`src/rtl/core/ips_pkg.sv`:
```
`default_nettype none

package ips_pkg;

    // Field widths of the tick word and the result word.
    localparam int HOUR_W    = 5;
    localparam int MINUTE_W  = 6;
    localparam int WEEKDAY_W = 3;
    localparam int LEVEL_W   = 10;
    localparam int CODE_W    = 3;
    localparam int MODE_W    = 2;
    localparam int STATUS_W  = 2;
    localparam int SECONDS_W = 8;
    localparam int DAYS_W    = 7;

    // Width of the shared subtractor: holds 10 * sample and 11 * largest reference.
    localparam int CMP_W     = 14;
    // Reference point index, up to eight points.
    localparam int IDX_W     = 3;
    // Configuration port widths.
    localparam int CFG_IDX_W  = 3;
    localparam int CFG_DATA_W = 8;

    // Defaults of the module parameters.
    localparam int LEVEL_POINTS_DEF = 5;
    localparam int SAMPLE_BITS_DEF  = 10;

    // Run modes.
    localparam logic [MODE_W-1:0] MODE_IDLE   = 2'd0;
    localparam logic [MODE_W-1:0] MODE_MANUAL = 2'd1;
    localparam logic [MODE_W-1:0] MODE_AUTO   = 2'd2;

    // End status codes.
    localparam logic [STATUS_W-1:0] END_NONE  = 2'd0;
    localparam logic [STATUS_W-1:0] END_DONE  = 2'd1;
    localparam logic [STATUS_W-1:0] END_USER  = 2'd2;
    localparam logic [STATUS_W-1:0] END_FAULT = 2'd3;

    // Level codes with a special meaning.
    localparam logic [CODE_W-1:0] LEVEL_EMPTY = 3'd0;
    localparam logic [CODE_W-1:0] LEVEL_ERROR = 3'd5;

    // Configuration register indexes.
    localparam logic [CFG_IDX_W-1:0] CFG_START_HOUR     = 3'd0;
    localparam logic [CFG_IDX_W-1:0] CFG_MINUTE_DIVISOR = 3'd1;
    localparam logic [CFG_IDX_W-1:0] CFG_RUN_SECONDS    = 3'd2;
    localparam logic [CFG_IDX_W-1:0] CFG_DAY_MASK       = 3'd3;

    // Configuration reset values.
    localparam logic [HOUR_W-1:0]    START_HOUR_RST     = 5'd0;
    localparam logic [MINUTE_W-1:0]  MINUTE_DIVISOR_RST = 6'd60;
    localparam logic [SECONDS_W-1:0] RUN_SECONDS_RST    = 8'd10;
    localparam logic [DAYS_W-1:0]    DAY_MASK_RST       = 7'd0;

    // Configuration register set.
    typedef struct packed {
        logic [HOUR_W-1:0]    start_hour;
        logic [MINUTE_W-1:0]  minute_divisor;
        logic [SECONDS_W-1:0] run_seconds;
        logic [DAYS_W-1:0]    day_mask;
    } cfg_t;

    // One tick after classification and the minute check.
    typedef struct packed {
        logic [HOUR_W-1:0]    hour;
        logic [WEEKDAY_W-1:0] weekday;
        logic [CODE_W-1:0]    level_code;
        logic                 minute_match;
        logic                 auto_enable;
        logic                 manual_start;
        logic                 button_press;
    } tick_t;

    // Lower bound 9 * ref of each reference point; unused points never match.
    function automatic logic [CMP_W-1:0] lo_bound(input logic [IDX_W-1:0] idx);
        logic [CMP_W-1:0] v;
        case (idx)
            3'd0:    v = 14'd3987;
            3'd1:    v = 14'd4275;
            3'd2:    v = 14'd5157;
            3'd3:    v = 14'd6318;
            3'd4:    v = 14'd8190;
            default: v = 14'd0;
        endcase
        return v;
    endfunction

    // Upper bound 11 * ref of each reference point.
    function automatic logic [CMP_W-1:0] hi_bound(input logic [IDX_W-1:0] idx);
        logic [CMP_W-1:0] v;
        case (idx)
            3'd0:    v = 14'd4873;
            3'd1:    v = 14'd5225;
            3'd2:    v = 14'd6303;
            3'd3:    v = 14'd7722;
            3'd4:    v = 14'd10010;
            default: v = 14'd0;
        endcase
        return v;
    endfunction

endpackage

`default_nettype wire

```
`src/rtl/core/ips_alu.sv`:
```
`default_nettype none

module ips_alu #(
    parameter int W = ips_pkg::CMP_W
) (
    input  wire logic [W-1:0] a,
    input  wire logic [W-1:0] b,
    output logic      [W-1:0] diff,
    output logic              borrow
);

    // Shared subtractor: borrow set means a is below b.
    assign {borrow, diff} = {1'b0, a} - {1'b0, b};

endmodule

`default_nettype wire

```
`src/rtl/core/ips_engine.sv`:
```
`default_nettype none

module ips_engine #(
    parameter int LEVEL_POINTS = ips_pkg::LEVEL_POINTS_DEF,
    parameter int SAMPLE_BITS  = ips_pkg::SAMPLE_BITS_DEF
) (
    input  wire logic                           clk,
    input  wire logic                           rst_n,
    input  wire logic                           start,
    input  wire logic [ips_pkg::HOUR_W-1:0]     hour,
    input  wire logic [ips_pkg::MINUTE_W-1:0]   minute,
    input  wire logic [ips_pkg::WEEKDAY_W-1:0]  weekday,
    input  wire logic [ips_pkg::LEVEL_W-1:0]    level_sample,
    input  wire logic                           auto_enable,
    input  wire logic                           manual_start,
    input  wire logic                           button_press,
    input  wire logic [ips_pkg::MINUTE_W-1:0]   minute_divisor,
    input  wire logic                           out_free,
    output logic                                idle,
    output logic                                done,
    output ips_pkg::tick_t                      tick
);

    import ips_pkg::*;

    // Sample bits that survive the mask.
    localparam int S_W = (SAMPLE_BITS < LEVEL_W) ? SAMPLE_BITS : LEVEL_W;

    typedef enum logic [2:0] {
        ST_IDLE,
        ST_LO,
        ST_HI,
        ST_DIV,
        ST_DONE
    } state_t;

    state_t                state_reg;
    logic [IDX_W-1:0]      idx_reg;
    logic [2:0]            bit_reg;
    logic [MINUTE_W-1:0]   rem_reg;
    logic [CMP_W-1:0]      ten_s_reg;
    logic [CODE_W-1:0]     level_reg;
    logic [HOUR_W-1:0]     hour_reg;
    logic [MINUTE_W-1:0]   minute_reg;
    logic [WEEKDAY_W-1:0]  weekday_reg;
    logic                  auto_reg;
    logic                  manual_reg;
    logic                  button_reg;

    logic [S_W-1:0]        sample;
    logic [CMP_W-1:0]      sample_ext;
    logic [CMP_W-1:0]      ten_s;
    logic [7:0]            minute_ext;
    logic [MINUTE_W:0]     shifted;
    logic [CMP_W-1:0]      alu_a;
    logic [CMP_W-1:0]      alu_b;
    logic [CMP_W-1:0]      alu_diff;
    logic                  alu_borrow;
    logic                  last_point;

    // Ten times the masked sample, as 8s + 2s.
    assign sample     = level_sample[S_W-1:0];
    assign sample_ext = CMP_W'(sample);
    assign ten_s      = (sample_ext << 3) + (sample_ext << 1);

    // Next partial remainder of the minute, one bit brought down per step.
    assign minute_ext = {2'b00, minute_reg};
    assign shifted    = {rem_reg, minute_ext[bit_reg]};
    assign last_point = (idx_reg == IDX_W'(LEVEL_POINTS - 1));

    // Operand selection for the shared subtractor.
    always_comb
    begin
        case (state_reg)
            ST_LO:
            begin
                alu_a = lo_bound(idx_reg);
                alu_b = ten_s_reg;
            end
            ST_HI:
            begin
                alu_a = ten_s_reg;
                alu_b = hi_bound(idx_reg);
            end
            ST_DIV:
            begin
                alu_a = CMP_W'(shifted);
                alu_b = CMP_W'(minute_divisor);
            end
            default:
            begin
                alu_a = '0;
                alu_b = '0;
            end
        endcase
    end

    ips_alu #(
        .W(CMP_W)
    ) u_alu (
        .a     (alu_a),
        .b     (alu_b),
        .diff  (alu_diff),
        .borrow(alu_borrow)
    );

    // Sequencer: reference points one compare at a time, then six remainder steps.
    always_ff @(posedge clk or negedge rst_n)
    begin
        if (!rst_n)
        begin
            state_reg   <= ST_IDLE;
            idx_reg     <= '0;
            bit_reg     <= '0;
            rem_reg     <= '0;
            ten_s_reg   <= '0;
            level_reg   <= '0;
            hour_reg    <= '0;
            minute_reg  <= '0;
            weekday_reg <= '0;
            auto_reg    <= 1'b0;
            manual_reg  <= 1'b0;
            button_reg  <= 1'b0;
        end
        else
        begin
            case (state_reg)
                ST_IDLE:
                begin
                    if (start)
                    begin
                        ten_s_reg   <= ten_s;
                        hour_reg    <= hour;
                        minute_reg  <= minute;
                        weekday_reg <= weekday;
                        auto_reg    <= auto_enable;
                        manual_reg  <= manual_start;
                        button_reg  <= button_press;
                        idx_reg     <= '0;
                        rem_reg     <= '0;
                        bit_reg     <= 3'(MINUTE_W - 1);
                        state_reg   <= ST_LO;
                    end
                end
                ST_LO:
                begin
                    // 9 * ref below 10 * s: go check the upper bound.
                    if (alu_borrow)
                    begin
                        state_reg <= ST_HI;
                    end
                    else if (last_point)
                    begin
                        level_reg <= LEVEL_ERROR;
                        state_reg <= ST_DIV;
                    end
                    else
                    begin
                        idx_reg <= idx_reg + 1'b1;
                    end
                end
                ST_HI:
                begin
                    if (alu_borrow)
                    begin
                        level_reg <= CODE_W'(idx_reg);
                        state_reg <= ST_DIV;
                    end
                    else if (last_point)
                    begin
                        level_reg <= LEVEL_ERROR;
                        state_reg <= ST_DIV;
                    end
                    else
                    begin
                        idx_reg   <= idx_reg + 1'b1;
                        state_reg <= ST_LO;
                    end
                end
                ST_DIV:
                begin
                    // Restoring step: keep the difference when it does not borrow.
                    if (alu_borrow)
                    begin
                        rem_reg <= shifted[MINUTE_W-1:0];
                    end
                    else
                    begin
                        rem_reg <= alu_diff[MINUTE_W-1:0];
                    end
                    if (bit_reg == 3'd0)
                    begin
                        state_reg <= ST_DONE;
                    end
                    else
                    begin
                        bit_reg <= bit_reg - 1'b1;
                    end
                end
                ST_DONE:
                begin
                    if (out_free)
                    begin
                        state_reg <= ST_IDLE;
                    end
                end
                default:
                begin
                    state_reg <= ST_IDLE;
                end
            endcase
        end
    end

    assign idle = (state_reg == ST_IDLE);
    assign done = (state_reg == ST_DONE) && out_free;

    // Classified tick handed to the run controller.
    always_comb
    begin
        tick.hour         = hour_reg;
        tick.weekday      = weekday_reg;
        tick.level_code   = level_reg;
        tick.minute_match = (minute_reg != '0) && (minute_divisor != '0)
                            && (rem_reg == '0);
        tick.auto_enable  = auto_reg;
        tick.manual_start = manual_reg;
        tick.button_press = button_reg;
    end

endmodule

`default_nettype wire

```
`src/rtl/core/ips_run_ctrl.sv`:
```
`default_nettype none

module ips_run_ctrl (
    input  wire logic            clk,
    input  wire logic            rst_n,
    input  wire logic            done,
    input  wire ips_pkg::tick_t  tick,
    input  wire ips_pkg::cfg_t   cfg,
    input  wire logic            m_axis_tready,
    output logic                 out_free,
    output logic                 m_axis_tvalid,
    output logic [7:0]           m_axis_tdata
);

    import ips_pkg::*;

    logic [MODE_W-1:0]    mode_reg;
    logic [SECONDS_W-1:0] elapsed_reg;
    logic                 out_valid_reg;
    logic [7:0]           out_data_reg;

    logic [MODE_W-1:0]    mode_next;
    logic [SECONDS_W-1:0] elapsed_next;
    logic [STATUS_W-1:0]  status;
    logic [SECONDS_W-1:0] elapsed_inc;
    logic [7:0]           day_bits;
    logic                 fault;
    logic                 running;
    logic                 user_stop;
    logic                 auto_match;

    assign fault       = (tick.level_code == LEVEL_EMPTY) || (tick.level_code == LEVEL_ERROR);
    assign running     = (mode_reg == MODE_MANUAL) || (mode_reg == MODE_AUTO);
    assign user_stop   = (mode_reg == MODE_MANUAL) ? tick.button_press : !tick.auto_enable;
    assign elapsed_inc = elapsed_reg + 1'b1;
    // Weekday seven lands on the zero pad bit.
    assign day_bits    = {1'b0, cfg.day_mask};
    assign auto_match  = tick.auto_enable && !fault && (tick.hour == cfg.start_hour)
                         && tick.minute_match && day_bits[tick.weekday];

    // Run state decision for one tick.
    always_comb
    begin
        mode_next    = MODE_IDLE;
        elapsed_next = elapsed_reg;
        status       = END_NONE;
        if (running)
        begin
            mode_next = mode_reg;
            if (fault)
            begin
                status    = END_FAULT;
                mode_next = MODE_IDLE;
            end
            else if (user_stop)
            begin
                status    = END_USER;
                mode_next = MODE_IDLE;
            end
            else
            begin
                elapsed_next = elapsed_inc;
                if (elapsed_inc >= cfg.run_seconds)
                begin
                    status    = END_DONE;
                    mode_next = MODE_IDLE;
                end
            end
        end
        else if (auto_match)
        begin
            mode_next    = MODE_AUTO;
            elapsed_next = '0;
        end
        else if (tick.manual_start && !fault)
        begin
            mode_next    = MODE_MANUAL;
            elapsed_next = '0;
        end
    end

    // Run state and the output register.
    always_ff @(posedge clk or negedge rst_n)
    begin
        if (!rst_n)
        begin
            mode_reg      <= MODE_IDLE;
            elapsed_reg   <= '0;
            out_valid_reg <= 1'b0;
            out_data_reg  <= '0;
        end
        else
        begin
            if (done)
            begin
                mode_reg      <= mode_next;
                elapsed_reg   <= elapsed_next;
                out_valid_reg <= 1'b1;
                out_data_reg  <= {status, mode_next, tick.level_code, mode_next != MODE_IDLE};
            end
            else if (m_axis_tready)
            begin
                out_valid_reg <= 1'b0;
            end
        end
    end

    assign out_free      = !out_valid_reg || m_axis_tready;
    assign m_axis_tvalid = out_valid_reg;
    assign m_axis_tdata  = out_data_reg;

endmodule

`default_nettype wire

```
`src/rtl/core/irrigation_pump_scheduler.sv`:
```
// Irrigation pump scheduler: each input word is one one-second tick carrying the clock time,
// the water level sample and the switch and button flags, and each tick yields exactly one
// result word with the pump state, level code, run mode and end status. For each tick one
// shared subtractor checks the lower and upper bound of each reference point in turn, so a
// match on the first point needs two compares and a sensor error up to two per point; then
// six restoring steps find the minute remainder, a done state hands the result over and the
// idle state takes the next word. s_axis_tready is low while a tick is in work; the result
// sits in an output register, so the next tick is accepted while it waits, but that tick
// holds in its last step until the earlier word has left.
`default_nettype none

module irrigation_pump_scheduler #(
    parameter int LEVEL_POINTS = ips_pkg::LEVEL_POINTS_DEF,
    parameter int SAMPLE_BITS  = ips_pkg::SAMPLE_BITS_DEF
) (
    input  wire logic                              clk,
    input  wire logic                              rst_n,
    input  wire logic                              s_axis_tvalid,
    output logic                                   s_axis_tready,
    // hour[4:0], minute[10:5], weekday[13:11], level_sample[23:14]
    input  wire logic [23:0]                       s_axis_tdata,
    // auto_enable[0], manual_start[1], button_press[2]
    input  wire logic [2:0]                        s_axis_tuser,
    output logic                                   m_axis_tvalid,
    input  wire logic                              m_axis_tready,
    // pump_on[0], level_code[3:1], run_mode[5:4], end_status[7:6]
    output logic [7:0]                             m_axis_tdata,
    input  wire logic                              cfg_valid,
    output logic                                   cfg_ready,
    input  wire logic [ips_pkg::CFG_IDX_W-1:0]     cfg_index,
    input  wire logic [ips_pkg::CFG_DATA_W-1:0]    cfg_data
);

    import ips_pkg::*;

    cfg_t  cfg_reg;
    tick_t tick;
    logic  idle;
    logic  done;
    logic  out_free;
    logic  start;

    // Configuration registers; writes are always taken.
    assign cfg_ready = 1'b1;

    always_ff @(posedge clk or negedge rst_n)
    begin
        if (!rst_n)
        begin
            cfg_reg.start_hour     <= START_HOUR_RST;
            cfg_reg.minute_divisor <= MINUTE_DIVISOR_RST;
            cfg_reg.run_seconds    <= RUN_SECONDS_RST;
            cfg_reg.day_mask       <= DAY_MASK_RST;
        end
        else if (cfg_valid)
        begin
            case (cfg_index)
                CFG_START_HOUR:     cfg_reg.start_hour     <= cfg_data[HOUR_W-1:0];
                CFG_MINUTE_DIVISOR: cfg_reg.minute_divisor <= cfg_data[MINUTE_W-1:0];
                CFG_RUN_SECONDS:    cfg_reg.run_seconds    <= cfg_data[SECONDS_W-1:0];
                CFG_DAY_MASK:       cfg_reg.day_mask       <= cfg_data[DAYS_W-1:0];
                default:            ;
            endcase
        end
    end

    // A word is taken whenever the sequencer is idle.
    assign s_axis_tready = idle;
    assign start         = s_axis_tvalid && idle;

    ips_engine #(
        .LEVEL_POINTS(LEVEL_POINTS),
        .SAMPLE_BITS (SAMPLE_BITS)
    ) u_engine (
        .clk           (clk),
        .rst_n         (rst_n),
        .start         (start),
        .hour          (s_axis_tdata[4:0]),
        .minute        (s_axis_tdata[10:5]),
        .weekday       (s_axis_tdata[13:11]),
        .level_sample  (s_axis_tdata[23:14]),
        .auto_enable   (s_axis_tuser[0]),
        .manual_start  (s_axis_tuser[1]),
        .button_press  (s_axis_tuser[2]),
        .minute_divisor(cfg_reg.minute_divisor),
        .out_free      (out_free),
        .idle          (idle),
        .done          (done),
        .tick          (tick)
    );

    ips_run_ctrl u_run_ctrl (
        .clk          (clk),
        .rst_n        (rst_n),
        .done         (done),
        .tick         (tick),
        .cfg          (cfg_reg),
        .m_axis_tready(m_axis_tready),
        .out_free     (out_free),
        .m_axis_tvalid(m_axis_tvalid),
        .m_axis_tdata (m_axis_tdata)
    );

endmodule

`default_nettype wire

```
`config.mk`:
```
export PLATFORM = sky130hd
export DESIGN_NAME = irrigation_pump_scheduler
export DESIGN_NICKNAME = d
export VERILOG_FILES = /design/src/rtl/core/ips_pkg.sv /design/src/rtl/core/ips_alu.sv /design/src/rtl/core/ips_engine.sv /design/src/rtl/core/ips_run_ctrl.sv /design/src/rtl/core/irrigation_pump_scheduler.sv
export SDC_FILE = /design/constraint.sdc
export NUM_CORES = 1
export LEC_CHECK = 0
export BUFFER_PORTS_ARGS = -buffer_cell sky130_fd_sc_hd__buf_2
export CAP_MARGIN = 15
export CORE_ASPECT_RATIO = 1.4
export CORE_MARGIN = 10
export CORE_UTILIZATION = 60
export CTS_BUF_LIST = sky130_fd_sc_hd__clkbuf_4 sky130_fd_sc_hd__clkbuf_8
export DETAILED_ROUTE_END_ITERATION = 12
export HOLD_SLACK_MARGIN = 0.03
export MAX_ROUTING_LAYER = met4
export PLACE_DENSITY = 0.81
export RECOVER_POWER = 25
export SLEW_MARGIN = 5
export SYNTH_ARGS = -nofsm -noshare
export SYNTH_HDL_FRONTEND = slang
export SYNTH_SLANG_ARGS = --single-unit
```
`constraint.sdc`:
```
create_clock -name clk -period 3.31 [get_ports clk]
set_input_delay 0.8275 -clock clk [delete_from_list [all_inputs] [get_ports clk]]
set_output_delay 0.8275 -clock clk [all_outputs]
set_load 0.01 [all_outputs]
```
# Word-level counts from Yosys, hierarchy flattened
# Index checks and enable logic that the tools add are counted.
[totals]
regBits = 94
in_bits = 43
out_inout_bits = 11
wordCells = 142
[op_classes]
addsub = 5
order_cmp = 3
n_eq_ne = 25
muxes = 48
reduce_logical = 41
[ops]
columns = ["op", "count"]
rows = [
  ["14-bit one-hot mux with 3 select lines", 2],
  ["14-bit one-hot mux with 5 select lines", 1],
  ["13-bit one-hot mux with 5 select lines", 1],
  ["3-bit two-way mux", 14],
  ["8-bit two-way mux", 5],
  ["3-bit by 2-bit equality test with 1-bit output, second input constant", 6],
  ["2-bit two-way mux", 9],
  ["3-bit one-hot mux with 2 select lines", 3],
  ["3-bit zero test", 5],
  ["3-bit one-hot mux with 5 select lines", 1],
  ["14-bit by 14-bit subtractor with 15-bit output", 1],
  ["13-bit by 11-bit adder with 14-bit output", 1],
  ["2-bit AND reduction", 7],
  ["6-bit two-way mux", 2],
  ["2-bit != test, second input constant", 6],
  ["6-bit one-hot mux with 2 select lines", 1],
  ["4-bit AND reduction", 3],
  ["6-bit nonzero test", 2],
  ["2-bit nonzero test", 5],
  ["3-bit by 1-bit equality test with 1-bit output, second input constant", 3],
  ["3-bit equality test, second input constant", 3],
  ["1-bit logical AND", 9],
  ["8-bit by 1-bit adder with 8-bit output, second input constant", 1],
  ["8-bit greater-or-equal comparator", 1],
  ["16 further kinds", 30],
]

# Logic depth before layout (Yosys ltp)
# Gate-level depths: netlist of run 1.
[logic_depth]
depth_word = 10
depth_mapped = 16
mapped_depth_nobuf = 14

# Hierarchy
# Synthesis of run 1 repeated with hierarchy kept, for this count alone.
[unflattened]
cells_unflattened = 640
area_unflattened_um2 = 6346.1
[by_module_without_submodules]
columns = ["module", "instances", "cells_per_inst", "area_each_um2", "seq_area_each_um2"]
rows = [
  ["ips_engine", 1, 326, 3084.2, 1201.2],
  ["ips_run_ctrl", 1, 135, 1315.0, 425.4],
  ["irrigation_pump_scheduler", 1, 61, 1107.3, 658.1],
  ["ips_alu", 1, 118, 839.6, 0.0],
]

# Worst setup path before layout of run 1
# OpenSTA, ideal clock, no wires.
[synth_path]
kind = "register to register"
from = "reg u_engine.idx_reg[0]"
to = "reg u_engine.idx_reg[2]"
setup_ps = 135
t_arrival_ps = 2880
setup_slack_ps = 296
stages_incl_launch_ff = 16
n_path_buf = 1
cell_sequence = "dfrtp_1 inv_1 ha_1 nand2_1 o21ai_0 nor2_1 a21oi_1 a221o_1 ha_1 nor2_1 nor4b_2 a22oi_2 and2_1 buf_6 o311ai_1 o31ai_1"
[synth_between]
elab_chain_cells = 6
[synth_rtl]
columns = ["item", "line_no", "rtl"]
rows = [
  ["start, declared", "ips_engine.sv:38", "logic [IDX_W-1:0] idx_reg;"],
  ["start signal, assigned", "ips_engine.sv:159", "idx_reg <= idx_reg + 1'b1;"],
  ["start signal, assigned", "ips_engine.sv:176", "idx_reg <= idx_reg + 1'b1;"],
  ["3-bit equality test (tied with other cells)", "ips_pkg.sv:77, ips_pkg.sv:91, ips_engine.sv:69", ""],
  ["13-bit one-hot mux with 5 select lines or 14-bit one-hot mux with 5 select lines (tied branches)", "ips_pkg.sv:77, ips_pkg.sv:91", ""],
  ["14-bit one-hot mux with 3 select lines", "ips_engine.sv:74", "case (state_reg)"],
  ["14-bit by 14-bit subtractor with 15-bit output", "ips_alu.sv:13", "assign {borrow, diff} = {1'b0, a} - {1'b0, b};"],
  ["2-bit != test (no source line)", "--", ""],
  ["4-bit AND reduction (no source line)", "--", ""],
]
# Parallel ways exist; a longest one is shown, timed or not. The select of a mux whose other input is x is not followed.
# A chain may end at the register's enable or synchronous reset.

# Worst setup path after layout of run 1
[layout_path]
from = "reg u_engine.idx_reg[1]"
to = "reg u_engine.level_reg[0]"
[layout_between]
elab_chain_cells = 6
[layout_rtl]
columns = ["item", "line_no", "rtl"]
rows = [
  ["3-bit equality test (tied with other cells)", "ips_pkg.sv:77, ips_pkg.sv:91, ips_engine.sv:69", ""],
  ["13-bit one-hot mux with 5 select lines or 14-bit one-hot mux with 5 select lines (tied branches)", "ips_pkg.sv:77, ips_pkg.sv:91", ""],
  ["14-bit one-hot mux with 3 select lines", "ips_engine.sv:74", ""],
  ["14-bit by 14-bit subtractor with 15-bit output", "ips_alu.sv:13", ""],
  ["3-bit two-way mux or 2-bit != test (tied branches)", "--", ""],
  ["3-bit one-hot mux with 2 select lines or 2-bit AND reduction (tied branches)", "--", ""],
  ["end signal, assigned", "ips_engine.sv:166", "level_reg <= CODE_W'(idx_reg);"],
  ["end, declared", "ips_engine.sv:42", "logic [CODE_W-1:0] level_reg;"],
]
# Parallel ways exist; a longest one is shown, timed or not. The select of a mux whose other input is x is not followed.

==> results of run 1 <==
## where the power goes
part | switching [µW] | total, µW | leakage [µW] | internal [µW]
registers | 330 | 1830 | 0.00113 | 1500
logic | 2090 | 3770 | 0.00174 | 1680
clock network | 403 | 803 | 0.000108 | 400
## cell families (layout without fill, tap and decap cells)
logic type / after synthesis / in the layout
muxes: 49 / 49
xor gates and xnor gates: 25 / 25
adders and majority gates: 41 / 41
and+or+nand+nor: 151 / 152
DFF: 91 / 91
other: 1 / 2
AOI/OAI and AO/OA: 145 / 145
buffers and inverters: 50 / 130
## synthesized netlist by cell type, types with 9 or more instances
| cell type | instances | area share (%) |
|---|---|---|
| sky130_fd_sc_hd__a21oi_1 | 27 | 2.4 |
| sky130_fd_sc_hd__a22o_1 | 9 | 1.4 |
| sky130_fd_sc_hd__buf_2 | 11 | 0.99 |
| sky130_fd_sc_hd__dfrtp_1 | 85 | 38 |
| sky130_fd_sc_hd__ha_1 | 39 | 8.8 |
| sky130_fd_sc_hd__inv_1 | 26 | 1.7 |
| sky130_fd_sc_hd__mux2_2 | 40 | 8.1 |
| sky130_fd_sc_hd__nand2_1 | 55 | 3.7 |
| sky130_fd_sc_hd__nand3_1 | 11 | 0.99 |
| sky130_fd_sc_hd__nor2_1 | 29 | 2.0 |
| sky130_fd_sc_hd__o21ai_0 | 45 | 4.0 |
| sky130_fd_sc_hd__xnor2_1 | 12 | 1.9 |
| sky130_fd_sc_hd__xor2_1 | 13 | 2.0 |
## layer usage
| metal | track usage (%) | part of all wire [%] | vias to the layer above | routed length (µm) |
|---|---|---|---|---|
| li1 | - | - | 2155 | - |
| met1 | 24.0 | 38 | 2250 | 5420 |
| met2 | 38.6 | 54 | 143 | 7740 |
| met3 | 3.50 | 4.3 | 43 | 607 |
| met4 | 9.32 | 3.5 | 0 | 493 |
| met5 | - | 0 | - | 0 |
## critical path, stage by stage (launching register included)
cell	delay, ns
sky130_fd_sc_hd__dfrtp_1	0.39
sky130_fd_sc_hd__inv_1	0.07
sky130_fd_sc_hd__buf_4	0.14
sky130_fd_sc_hd__ha_1	0.22
sky130_fd_sc_hd__nor3_2	0.20
sky130_fd_sc_hd__nor2_2	0.09
sky130_fd_sc_hd__a21oi_1	0.16
sky130_fd_sc_hd__ha_1	0.19
sky130_fd_sc_hd__inv_1	0.06
sky130_fd_sc_hd__fa_1	0.40
sky130_fd_sc_hd__a211oi_2	0.19
sky130_fd_sc_hd__o21ai_1	0.12
sky130_fd_sc_hd__a22oi_2	0.31
sky130_fd_sc_hd__a31oi_1	0.15
sky130_fd_sc_hd__a21boi_2	0.19
sky130_fd_sc_hd__o32a_1	0.17
## timing repair
item,CTS,global route
cloned,0,1
endpoints found under the setup margin,1,14
pin swaps,0,3
gates resized for setup,1,17
hold buffers,0,0
## area by class of cell
| type | count | share of cell area (%) |
|---|---|---|
| Tap cell | 107 | 2.10 |
| Clock inverter | 3 | 0.745 |
| Inverter | 28 | 1.65 |
| Multi-Input combinational cell | 413 | 49.2 |
| Sequential cell | 91 | 35.8 |
| Timing Repair Buffer | 86 | 8.00 |
| Antenna cell | 1 | 0.0392 |
| Clock buffer | 13 | 2.51 |
## worst paths after layout
kind	start	to	slack, ns
setup reg to reg	u_engine.idx_reg[1]	u_engine.level_reg[0]	0.15
hold reg to reg	u_run_ctrl.m_axis_tdata[7]	u_run_ctrl.m_axis_tdata[7]	0.49
min in group asynchronous	rst_n	u_engine.weekday_reg[1]	0.94
setup / recovery	u_engine.idx_reg[1]	u_engine.level_reg[0]	0.15
max in group asynchronous	rst_n	u_engine.idx_reg[2]	0.67
hold / removal	u_run_ctrl.m_axis_tdata[7]	u_run_ctrl.m_axis_tdata[7]	0.49
## per-stage QoR
step	utilization, %	total power (µW)	cell area (µm²)	setup slack, ns	std cells
global placement	67.7	5180	6110	0.160	723
global route	70.7	6880	6380	-0.0138	742
floorplan	-	4250	5580	0.296	553
finish	70.7	6400	6380	0.154	742
detailed placement	67.7	5280	6110	0.0358	723
CTS	70.0	6120	6320	0.0643	739
==> results.txt, run 1 <==
* First-pass detailed-route iteration total: 5
- Leading cell types in the layout, fill and taps excluded: sky130_fd_sc_hd__dfrtp_1 (85), sky130_fd_sc_hd__nand2_1 (55), sky130_fd_sc_hd__buf_2 (51)
- Count of distinct cell types in the synthesized netlist: 72
* Arr. time, crit path: 3.42 ns
* Remaining number of nets flagged by the antenna check after routing: 0
* Leakage dissipation: 0.00298 µW
- Post-CTS timing repair inserted 0 buffers for setup.
* Post-detail-place hpwl: 10800 µm
- Start-to-end type of the worst setup path: reg -> reg
- Relative to the synthesized area, the layout overhead comes to 14.5%.
* Root buf cell: sky130_fd_sc_hd__clkbuf_8
- The synthesized netlist devotes 9.47% of its cell area to adder and majority cells.
* Die footprint: 13600 µm²
- Area share of xor/xnor cells in the synthesized design: 3.93%
* Number of register bits inferred by synthesis: 91
- Post-route clock period utilization: 95.3%
- Outcome: complete, but fails checks
- The final reports fail on max-capacitance violations, max-slew violations.
- The clock tree synthesis step divided the H-tree into 3 levels.
* Number of global-route vias before repair: 4819
- Synthesized cell area: 5580 µm²
- During synthesis, Yosys emitted a total of 0 warnings.
- For the worst flop-to-flop path, the logic depth is 15.
- Average wire per standard cell: 19.2 µm
- In the final layout, flip-flops and latches occupy 2280 µm².
- The worst hold path was traced through 2 stages.
- By area, the combinational part of the netlist is dominated by compound AO/OA/AOI/OAI gates.
- Multi-input logic area: 3140 µm²
- For this design, the sink count on the clock tree is 91.
- The synthesized netlist devotes 14.5% of its cell area to simple gates.
- The floorplan has 41 rows.
- Detailed router's first-iteration violation count: 363
* Power density over the cells: 1000 nW/µm²
- TNS Setup: 0 ns
- The number of nets in the synthesized netlist is 637.
- In the synthesized netlist, mux cells make up 10.2% of the area.
- The worst hold path belongs to the class reg -> reg.
- In this run the worst path has a maximum fanout of 5.
- Based on the critical path, the design can be clocked at up to 317 MHz.
- Top-level port count: 54
* Count of final hold-check violations: 0
* Max-slew headroom at the worst pin: -22.5%
* Sum of routed wire length over all layers: 14300 µm
- Global-route usage over all layers: 22.1%
- The number of pins with negative max-slew slack in the final report was 37.
- Each instance of the synthesized netlist takes up on average 10.1 µm².
- For this block, the via count after detailed routing is 4591.
* Layout cell share with drive strength beyond 1: 29.5%
- Setup violations remaining at the end of the flow were counted as 0.
- Element type at the critical path end: flip-flop
- Antenna violations before repair: 1
* Least-Margin Pin Slew: 1.84 ns
- Summing the sequential cell areas from Yosys gives 41.0% of the chip area.
- After detailed routing, the number of remaining DRC violations is 0.
- STA classifies the critical path startpoint as a flip-flop.
- In this run, CTS created clock tree buffers numbering 9.
- Entering global routing, the biggest net connects 92 pins.
* Net count of the finished layout: 713
- TritonCTS clock tree: yes
- The initial utilization of the core area, before any placement, comes to 61.8%.
* Vias per inst: 6.19
- Area of the core: 9030 µm²
- Number of flip-flops under the largest register name: 26
- The layout has 687 filler cells.
* Min cycle time layout: 3.16 ns
- Global-route wire length before repair: 23500 µm
- Clock-pin slew was measured on the worst setup and hold paths at 0.09 ns.
* Max VDD drop: 0.571 mV
- Summing the areas of all compound-gate instances in the mapped netlist gives 16.9% of the synthesized area.
- Share of async-settable or async-resettable flops after synthesis: 100%
- Synthesis handed over a netlist of 553 instances.
- Leaving out fill and tap cells, the most frequent cell in the layout is sky130_fd_sc_hd__dfrtp_1.
- Counting flops with a built-in enable in the synthesized netlist gives 0.
- Final RePlAce weighted congestion: 0.993
* Grt ovf: 0
- Clock skew: 0.00793 ns
- Die boundary width: 101 µm
- Clock Path Buffers: 2
- Max-cap violations in this run came to 1.
* Worst hold margin: 0.489 ns
- Clock insertion delay at the later pin of the skew report: 0.38 ns
- Vertical die dimension: 134 µm
* Data required time of the worst path: 3.57 ns
- For this run, the leading register cell type out of synthesis is sky130_fd_sc_hd__dfrtp_1.
* Buffers on Ports: 52
Note: power is estimated with default switching activity, not from simulation.
==> run 2: changes to the inputs <==
Settings changed: CORE_UTILIZATION 60 to 62, PLACE_DENSITY 0.81 to 0.83.
==> run 2 against run 1 <==
Compared with the run above: the run still ends with max-capacitance violations, max-slew violations left; cell count unchanged; first-iteration DRC count fell by 29%; register-to-register slack worse by 0.03 ns; maximum frequency fell by 0.92%; non-clock buffer count grew 4; combinational power up 1%; count of clock-buffer cells in the layout decreased by 4; die area fell by 2.7%; design area rose by 0.37%; via count shrank 0.81%; critical path depth up 1; clock power shrank 12%; critical endpoint unchanged; largest cell class unchanged; largest power group unchanged.
==> results.txt, run 2 (same netlist as run 1, synthesis figures left out) <==
- The final-report hold violation count is 0.
* Clock skew: 0.0110 ns
- For the worst-skew pair, the clock arrives at the later sink with an insertion delay of 0.37 ns.
- In this design, the stage delay of the slowest critical-path cell is 0.41 ns.
* Max VDD drop: 0.639 mV
* Number of clock buffers inserted by TritonCTS: 9
- In this run, flip-flops and latches consume 28.8% of the power.
- Detailed placement finished with a half-perimeter wire length of 11100 µm.
* Remaining design rule violation count: 0
- In this run the remaining antenna-violating nets after routing total 0.
- Global routing consumed, over all layers together, 22.1% of the routing resources.
* Data required time of the worst path: 3.56 ns
- Area of placed instances: 6150 µm²
- The H-tree was split into 3 levels.
* Start-to-end type of the worst setup path: reg -> reg
- Min cycle time layout: 3.19 ns
- Net count of the finished layout: 716
- Leading cell type in the layout, fill and taps excluded: sky130_fd_sc_hd__dfrtp_1
- Data on the critical path arrives at its endpoint at 3.44 ns.
* Layout cell share with drive strength beyond 1: 30.5%
- Buffers on Ports: 52
- First-pass detailed-route iteration total: 5
* Number of flip-flops under the largest register name: 26
- Total clock sinks: 91
- Post-route clock period utilization: 96.2%
- The largest individual stage delay along the critical path comes from the cell sky130_fd_sc_hd__dfrtp_1.
- In the final layout, flip-flops and latches occupy 2280 µm².
- After detailed routing, the average wire length per cell comes to 19.0 µm.
* Area of the core: 8660 µm²
* CTS hold repair buffers: 0
- The die is 132 µm tall.
- Compared with the post-synthesis result, the final layout area differs by 14.9%.
- The die covers 13200 µm².
- Top-level port count: 54
- Detailed routing inserted a total of 4554 vias.
* Vias per inst: 6.14
- Reported net switching power: 2830 µW
- The worst hold path belongs to the class reg -> reg.
- Post-layout worst setup margin: 0.125 ns
- Leakage dissipation: 0.00299 µW
- The first global-routing pass estimated 23200 µm of wire.
* Effective utilization at floorplan: 64.4%
- Clock Path Buffers: 2
* Leading cell types in the layout, fill and taps excluded: sky130_fd_sc_hd__dfrtp_1 (85), sky130_fd_sc_hd__nand2_1 (55), sky130_fd_sc_hd__buf_2 (51)
* Relative contribution of combinational cells to total power: 60.1%
- Setup violations remaining at the end of the flow were counted as 0.
- Buf+Inv Stages, Crit Path: 4
- Max-slew headroom at the worst pin: -34.8%
- The startpoint identified for the worst register-to-register timing path is u_engine.idx_reg[1].
- The flow ran to the end, but the final reports show violations.
- Switching share of power: 44.6%
- Along the worst path, the maximum fanout reaches 4.
* Worst min-delay path startpoint: u_run_ctrl.m_axis_tdata[7]
- Entering global routing, the biggest net connects 54 pins.
* Failing checks: max-capacitance violations, max-slew violations
* Power density over the cells: 990 nW/µm²
- Multi-input logic area: 3150 µm²
* Cell-internal power: 3520 µW
* Detailed router's first-iteration violation count: 257
- At the end of routability-driven placement, the weighted congestion stood at 0.978.
- Power share of the clock group: 11.1%
* Element type at the critical path end: flip-flop
- OpenSTA, run right after detailed placement, puts the worst setup slack at -0.0267 ns.
- The number of global-route vias before repair was 4833.
* Die boundary width: 100 µm
- Standard-cell rows: 40
- The critical path starts at u_engine.idx_reg[1].
* Critical path startpoint category: flip-flop
- Grt ovf: 0
* Sum of routed wire length over all layers: 14100 µm
- The cell sitting at the root of the clock tree is a sky130_fd_sc_hd__clkbuf_8.
- Grouping stages by cell kind, the critical path spends the most delay in compound AO/OA/AOI/OAI gates.
* Cells along the critical path: buf_4 -> ha_1 -> inv_1 -> o21ai_2 -> buf_4 -> nor2_1 -> nor2_1 -> a221oi_1 -> ha_1 -> o21ai_0 -> o21ai_1 -> buf_4 -> a22oi_2 -> a31oi_1 -> a21boi_2 -> o32a_1
* Final count of pins violating max slew: 40
- Antenna violations before repair: 0
- The layout has 642 filler cells.
- After clock tree synthesis, the clock-pin slew on the worst setup and hold paths is 0.09 ns.
- Least-Margin Pin Slew: 2.02 ns
- Peak clock frequency supported by timing: 314 MHz
* Final instance area: 6410 µm²
- After layout, the design draws a total of 6350 µW.
- Count of antenna diodes in the layout: 0
- Setup repair after global routing missed its margin: true
- TNS Setup: 0 ns
- TritonCTS built the clock tree.
* Number of maximum-capacitance violations: 1
- Among the stages of the critical path, the cell type that occurs most often is sky130_fd_sc_hd__buf_4.
[run 2: cell type report]
class,instances,share of cell area [%]
Clock buffer,9,1.93
Timing Repair Buffer,90,8.82
Tap cell,105,2.05
Sequential cell,91,35.7
Clock inverter,7,0.800
Multi-Input combinational cell,412,49.1
Inverter,28,1.64
[run 2: per-stage QoR]
stage / util (%) / cells / hold slack, ns
final: 74.0 / 742 / 0.486
after global routing: 74.0 / 742 / 0.516
after CTS: 73.5 / 740 / 0.425
after detailed placement: 71.1 / 722 / 0.462
after global placement: 71.1 / 722 / 0.461
after floorplan: - / 553 / 0.464
[run 2: path summary, 6_finish.rpt]
path	slack, ns	depth (start not counted)	end
min reg2reg	0.49	2	u_run_ctrl.m_axis_tdata[7]
max reg2reg	0.12	16	u_engine.level_reg[0]
max	0.12	16	u_engine.level_reg[0]
min	0.49	2	u_run_ctrl.m_axis_tdata[7]
max in group asynchronous	0.55	2	u_engine.level_reg[2]
min in group asynchronous	1.01	1	u_engine.weekday_reg[1]
[run 2: worst register-to-register path: cells and delay by family, from the launching register on]
kind | cells | cell delay (ns)
buffers and inverters | 4 | 0.56
and+or+nand+nor | 2 | 0.18
AOI/OAI and AO/OA | 8 | 1.44
DFF | 1 | 0.41
adders and majority gates | 2 | 0.50
[run 2: repair_timing]
action	in CTS	in global routing
pin swaps	2	5
resized for setup	5	15
gates cloned	0	0
setup endpoints to repair	11	14
setup buffers	2	2
[run 2: routing by layer]
| layer | share of wire [%] | wire length (µm) | track usage [%] |
|---|---|---|---|
| met5 | 0 | 0 | - |
| met1 | 39 | 5520 | 23.3 |
| met4 | 4.0 | 561 | 11.2 |
| met3 | 2.7 | 385 | 2.83 |
| met2 | 54 | 7660 | 38.8 |
[run 2: power groups by stage]
| stage | combinational [µW] | clock, µW | sequential [µW] |
|---|---|---|---|
| floorplan | 2520 | 0 | 1720 |
| global placement | 3470 | 0 | 1820 |
| detailed placement | 3530 | 0 | 1840 |
| CTS | 3640 | 717 | 1820 |
| global route | 4190 | 766 | 1870 |
| finish | 3810 | 703 | 1830 |
==> run 3: changes to the inputs <==
Settings changed: MAX_ROUTING_LAYER met4 to default.
==> run 3 against run 2 <==
Compared with the run above: the run still ends with max-capacitance violations, max-slew violations left; hold slack lost 0.0087 ns; largest cell class unchanged; sequential share of layout area grew 0.19 points; critical path type unchanged; register-to-register slack gained 0.03 ns; clock skew shrank 0.0020 ns; critical endpoint is now u_engine.idx_reg[2].
==> results.txt, run 3 (same netlist as run 1, synthesis figures left out) <==
* Outcome: complete, but fails checks
- Failing checks: max-capacitance violations, max-slew violations
* Maximum fanout along the worst path: 9
* Max-slew headroom at the worst pin: -57.7%
- Grt ovf: 0
- CTS hold repair buffers: 0
* Vertical die dimension: 132 µm
- The region available for standard cell placement spans 8660 µm².
- First-pass detailed-route iteration total: 5
* Final setup violation count: 0
- Min-Delay Path Class: reg -> reg
* Post-layout util: 73.7%
- Leading cell types in the layout, fill and taps excluded: sky130_fd_sc_hd__dfrtp_1 (83), sky130_fd_sc_hd__nand2_1 (55), sky130_fd_sc_hd__buf_2 (51)
- The die covers 13200 µm².
- The number of global-route vias before repair came to 4861.
- In this run the static leakage power is 0.00296 µW.
- TritonCTS built the clock tree.
- The worst path needs 3.16 ns of the cycle, external delays included.
- After clock tree synthesis, the clock-pin slew on the worst setup and hold paths is 0.09 ns.
- Net count of the finished layout: 705
* Peak clock frequency supported by timing: 317 MHz
* Vias per inst: 6.27
- Reg2Reg Setup Slack: 0.15 ns
- Layout Cells excl Fill: 731
- Standard-cell rows: 40
- The clock net in this run drives a total of 91 sinks.
* Buf+Inv Stages, Crit Path: 1
- Global-route usage over all layers: 21.4%
- At the worst endpoint, the required time is 3.56 ns.
- For this block, the via count after detailed routing is 4580.
- Cells along the critical path: buf_4 -> ha_1 -> nor2b_2 -> nor2_2 -> a21oi_1 -> a21o_1 -> ha_1 -> and4_1 -> nor4b_2 -> a22oi_2 -> and2_4 -> o311ai_1 -> o31ai_1
* Worst hold margin: 0.477 ns
- Arr. time, crit path: 3.40 ns
- Of the cells placed in the final design, the portion with a size suffix greater than 1 is 29.6%.
- STA classifies the critical path endpoint as a flip-flop.
* Power consumption: 6400 µW
- Clock Path Buffers: 2
* Final RePlAce weighted congestion: 1.04
- Detailed router's first-iteration violation count: 307
* Number of maximum-capacitance violations: 1
* Number of clock buffers inserted by TritonCTS: 9
- Top-level port count: 54
* Post-detail-place hpwl: 10700 µm
- Count of final hold-check violations: 0
- Max VDD drop: 0.488 mV
* Least-Margin Pin Slew: 2.37 ns
- Clock skew: 0.00897 ns
* Crit path max-delay family: simple AND/OR/NAND/NOR gates
- Power spread over the standard cell area amounts to 1000 nW/µm².
- Post-route clock period utilization: 95.4%
- CTS H-Tree Depth: 3
* Critical path startpoint category: flip-flop
- In the routed design, unresolved DRC markers number 0.
* Cell with the most instances on the worst path: sky130_fd_sc_hd__ha_1
- The number of pins with negative max-slew slack in the final report is 43.
* Slowest stage cell, crit path: sky130_fd_sc_hd__dfrtp_1
* Sum of routed wire length over all layers: 14100 µm
* Count of antenna diodes in the layout: 0
- Antenna violations before repair: 0
* Effective utilization at floorplan: 64.4%
- Number of flip-flops under the largest register name: 26
* Number of cells in the design after placement: 711
- Entering global routing, the biggest net connects 50 pins.
- Remaining number of nets flagged by the antenna check after routing: 0
- Clock insertion delay at the later pin of the skew report: 0.38 ns
- Global-route wire length before repair: 23100 µm
- In the final routed layout, each cell accounts on average for 19.3 µm.
* Start-to-end type of the worst setup path: reg -> reg
- The area growth from synthesis to layout is 14.4%.
- Buffers placed on the I/O ports in this run total 52.
- On the worst path, the slowest cell contributes a delay of 0.43 ns.
- The library cell used most frequently in the layout, excluding fill and tap cells, is sky130_fd_sc_hd__dfrtp_1.
* Root buf cell: sky130_fd_sc_hd__clkbuf_8
- The floorplan step set the die width to 100 µm.
-- run 3: changes by cell type in the layout (fill, tap and decap cells not counted), sizes merged --
| cell | delta |
|---|---|
| bufinv | +2 |
| inv | +1 |
| buf | -10 |
| clkinv | -3 |
| clkinvlp | -1 |
-- run 3: final timing paths --
kind                                            startpoint  depth (start not counted)                         end
min in group asynchronous                            rst_n                          1     u_engine.weekday_reg[1]
worst max-delay path                   u_engine.idx_reg[1]                         13         u_engine.idx_reg[2]
max in group asynchronous                            rst_n                          1       u_engine.ten_s_reg[7]
worst max register to register         u_engine.idx_reg[1]                         13         u_engine.idx_reg[2]
worst min-delay path            u_run_ctrl.m_axis_tdata[1]                          2  u_run_ctrl.m_axis_tdata[1]
worst min register to register  u_run_ctrl.m_axis_tdata[1]                          2  u_run_ctrl.m_axis_tdata[1]
-- run 3: worst reg2reg max path, delay by kind of cell (launching register included) --
| family | cells | cell delay (ns) |
|---|---|---|
| DFF | 1 | 0.43 |
| buffers and inverters | 1 | 0.16 |
| AOI/OAI and AO/OA | 5 | 0.88 |
| and+or+nand+nor | 5 | 1.10 |
| adders and majority gates | 2 | 0.47 |
-- run 3: what timing repair did --
action | 4_1_cts | 5_1_grt
endpoints found under the setup margin | 14 | 14
resized for setup | 3 | 19
setup buffers | 0 | 4
pin swaps | 0 | 3
-- run 3: metal layers --
metal	GRT usage, %	wire length (µm)
met2	37.8	7480
met1	23.1	5280
met4	12.0	709
met3	3.83	634
met5	0	0
-- run 3: layout make-up --
class                   instances  area, µm²
well taps                     105        131
multi-input cells             412       3140
flip-flops and latches         91       2290
clock buffers                  10        138
inverters                      28        105
repair buffers                 79        483
clock inverters                 6       93.8
fillers                       617       2280
-- run 3: where the power goes --
part / switching (µW) / internal (µW)
Sequential: 347 / 1500
Clock: 431 / 456
Combinational: 2050 / 1610
Total: 2830 / 3560
-- run 3: per-stage QoR --
step | cell area (µm²) | worst slack [ns] | TNS, ns
after floorplan | 5580 | 0.296 | 0
after global placement | 6060 | 0.0601 | 0
after detailed placement | 6060 | -0.110 | -1.12
after CTS | 6300 | 0.00363 | 0
after global routing | 6380 | -0.00694 | -0.0111
final | 6380 | 0.152 | 0
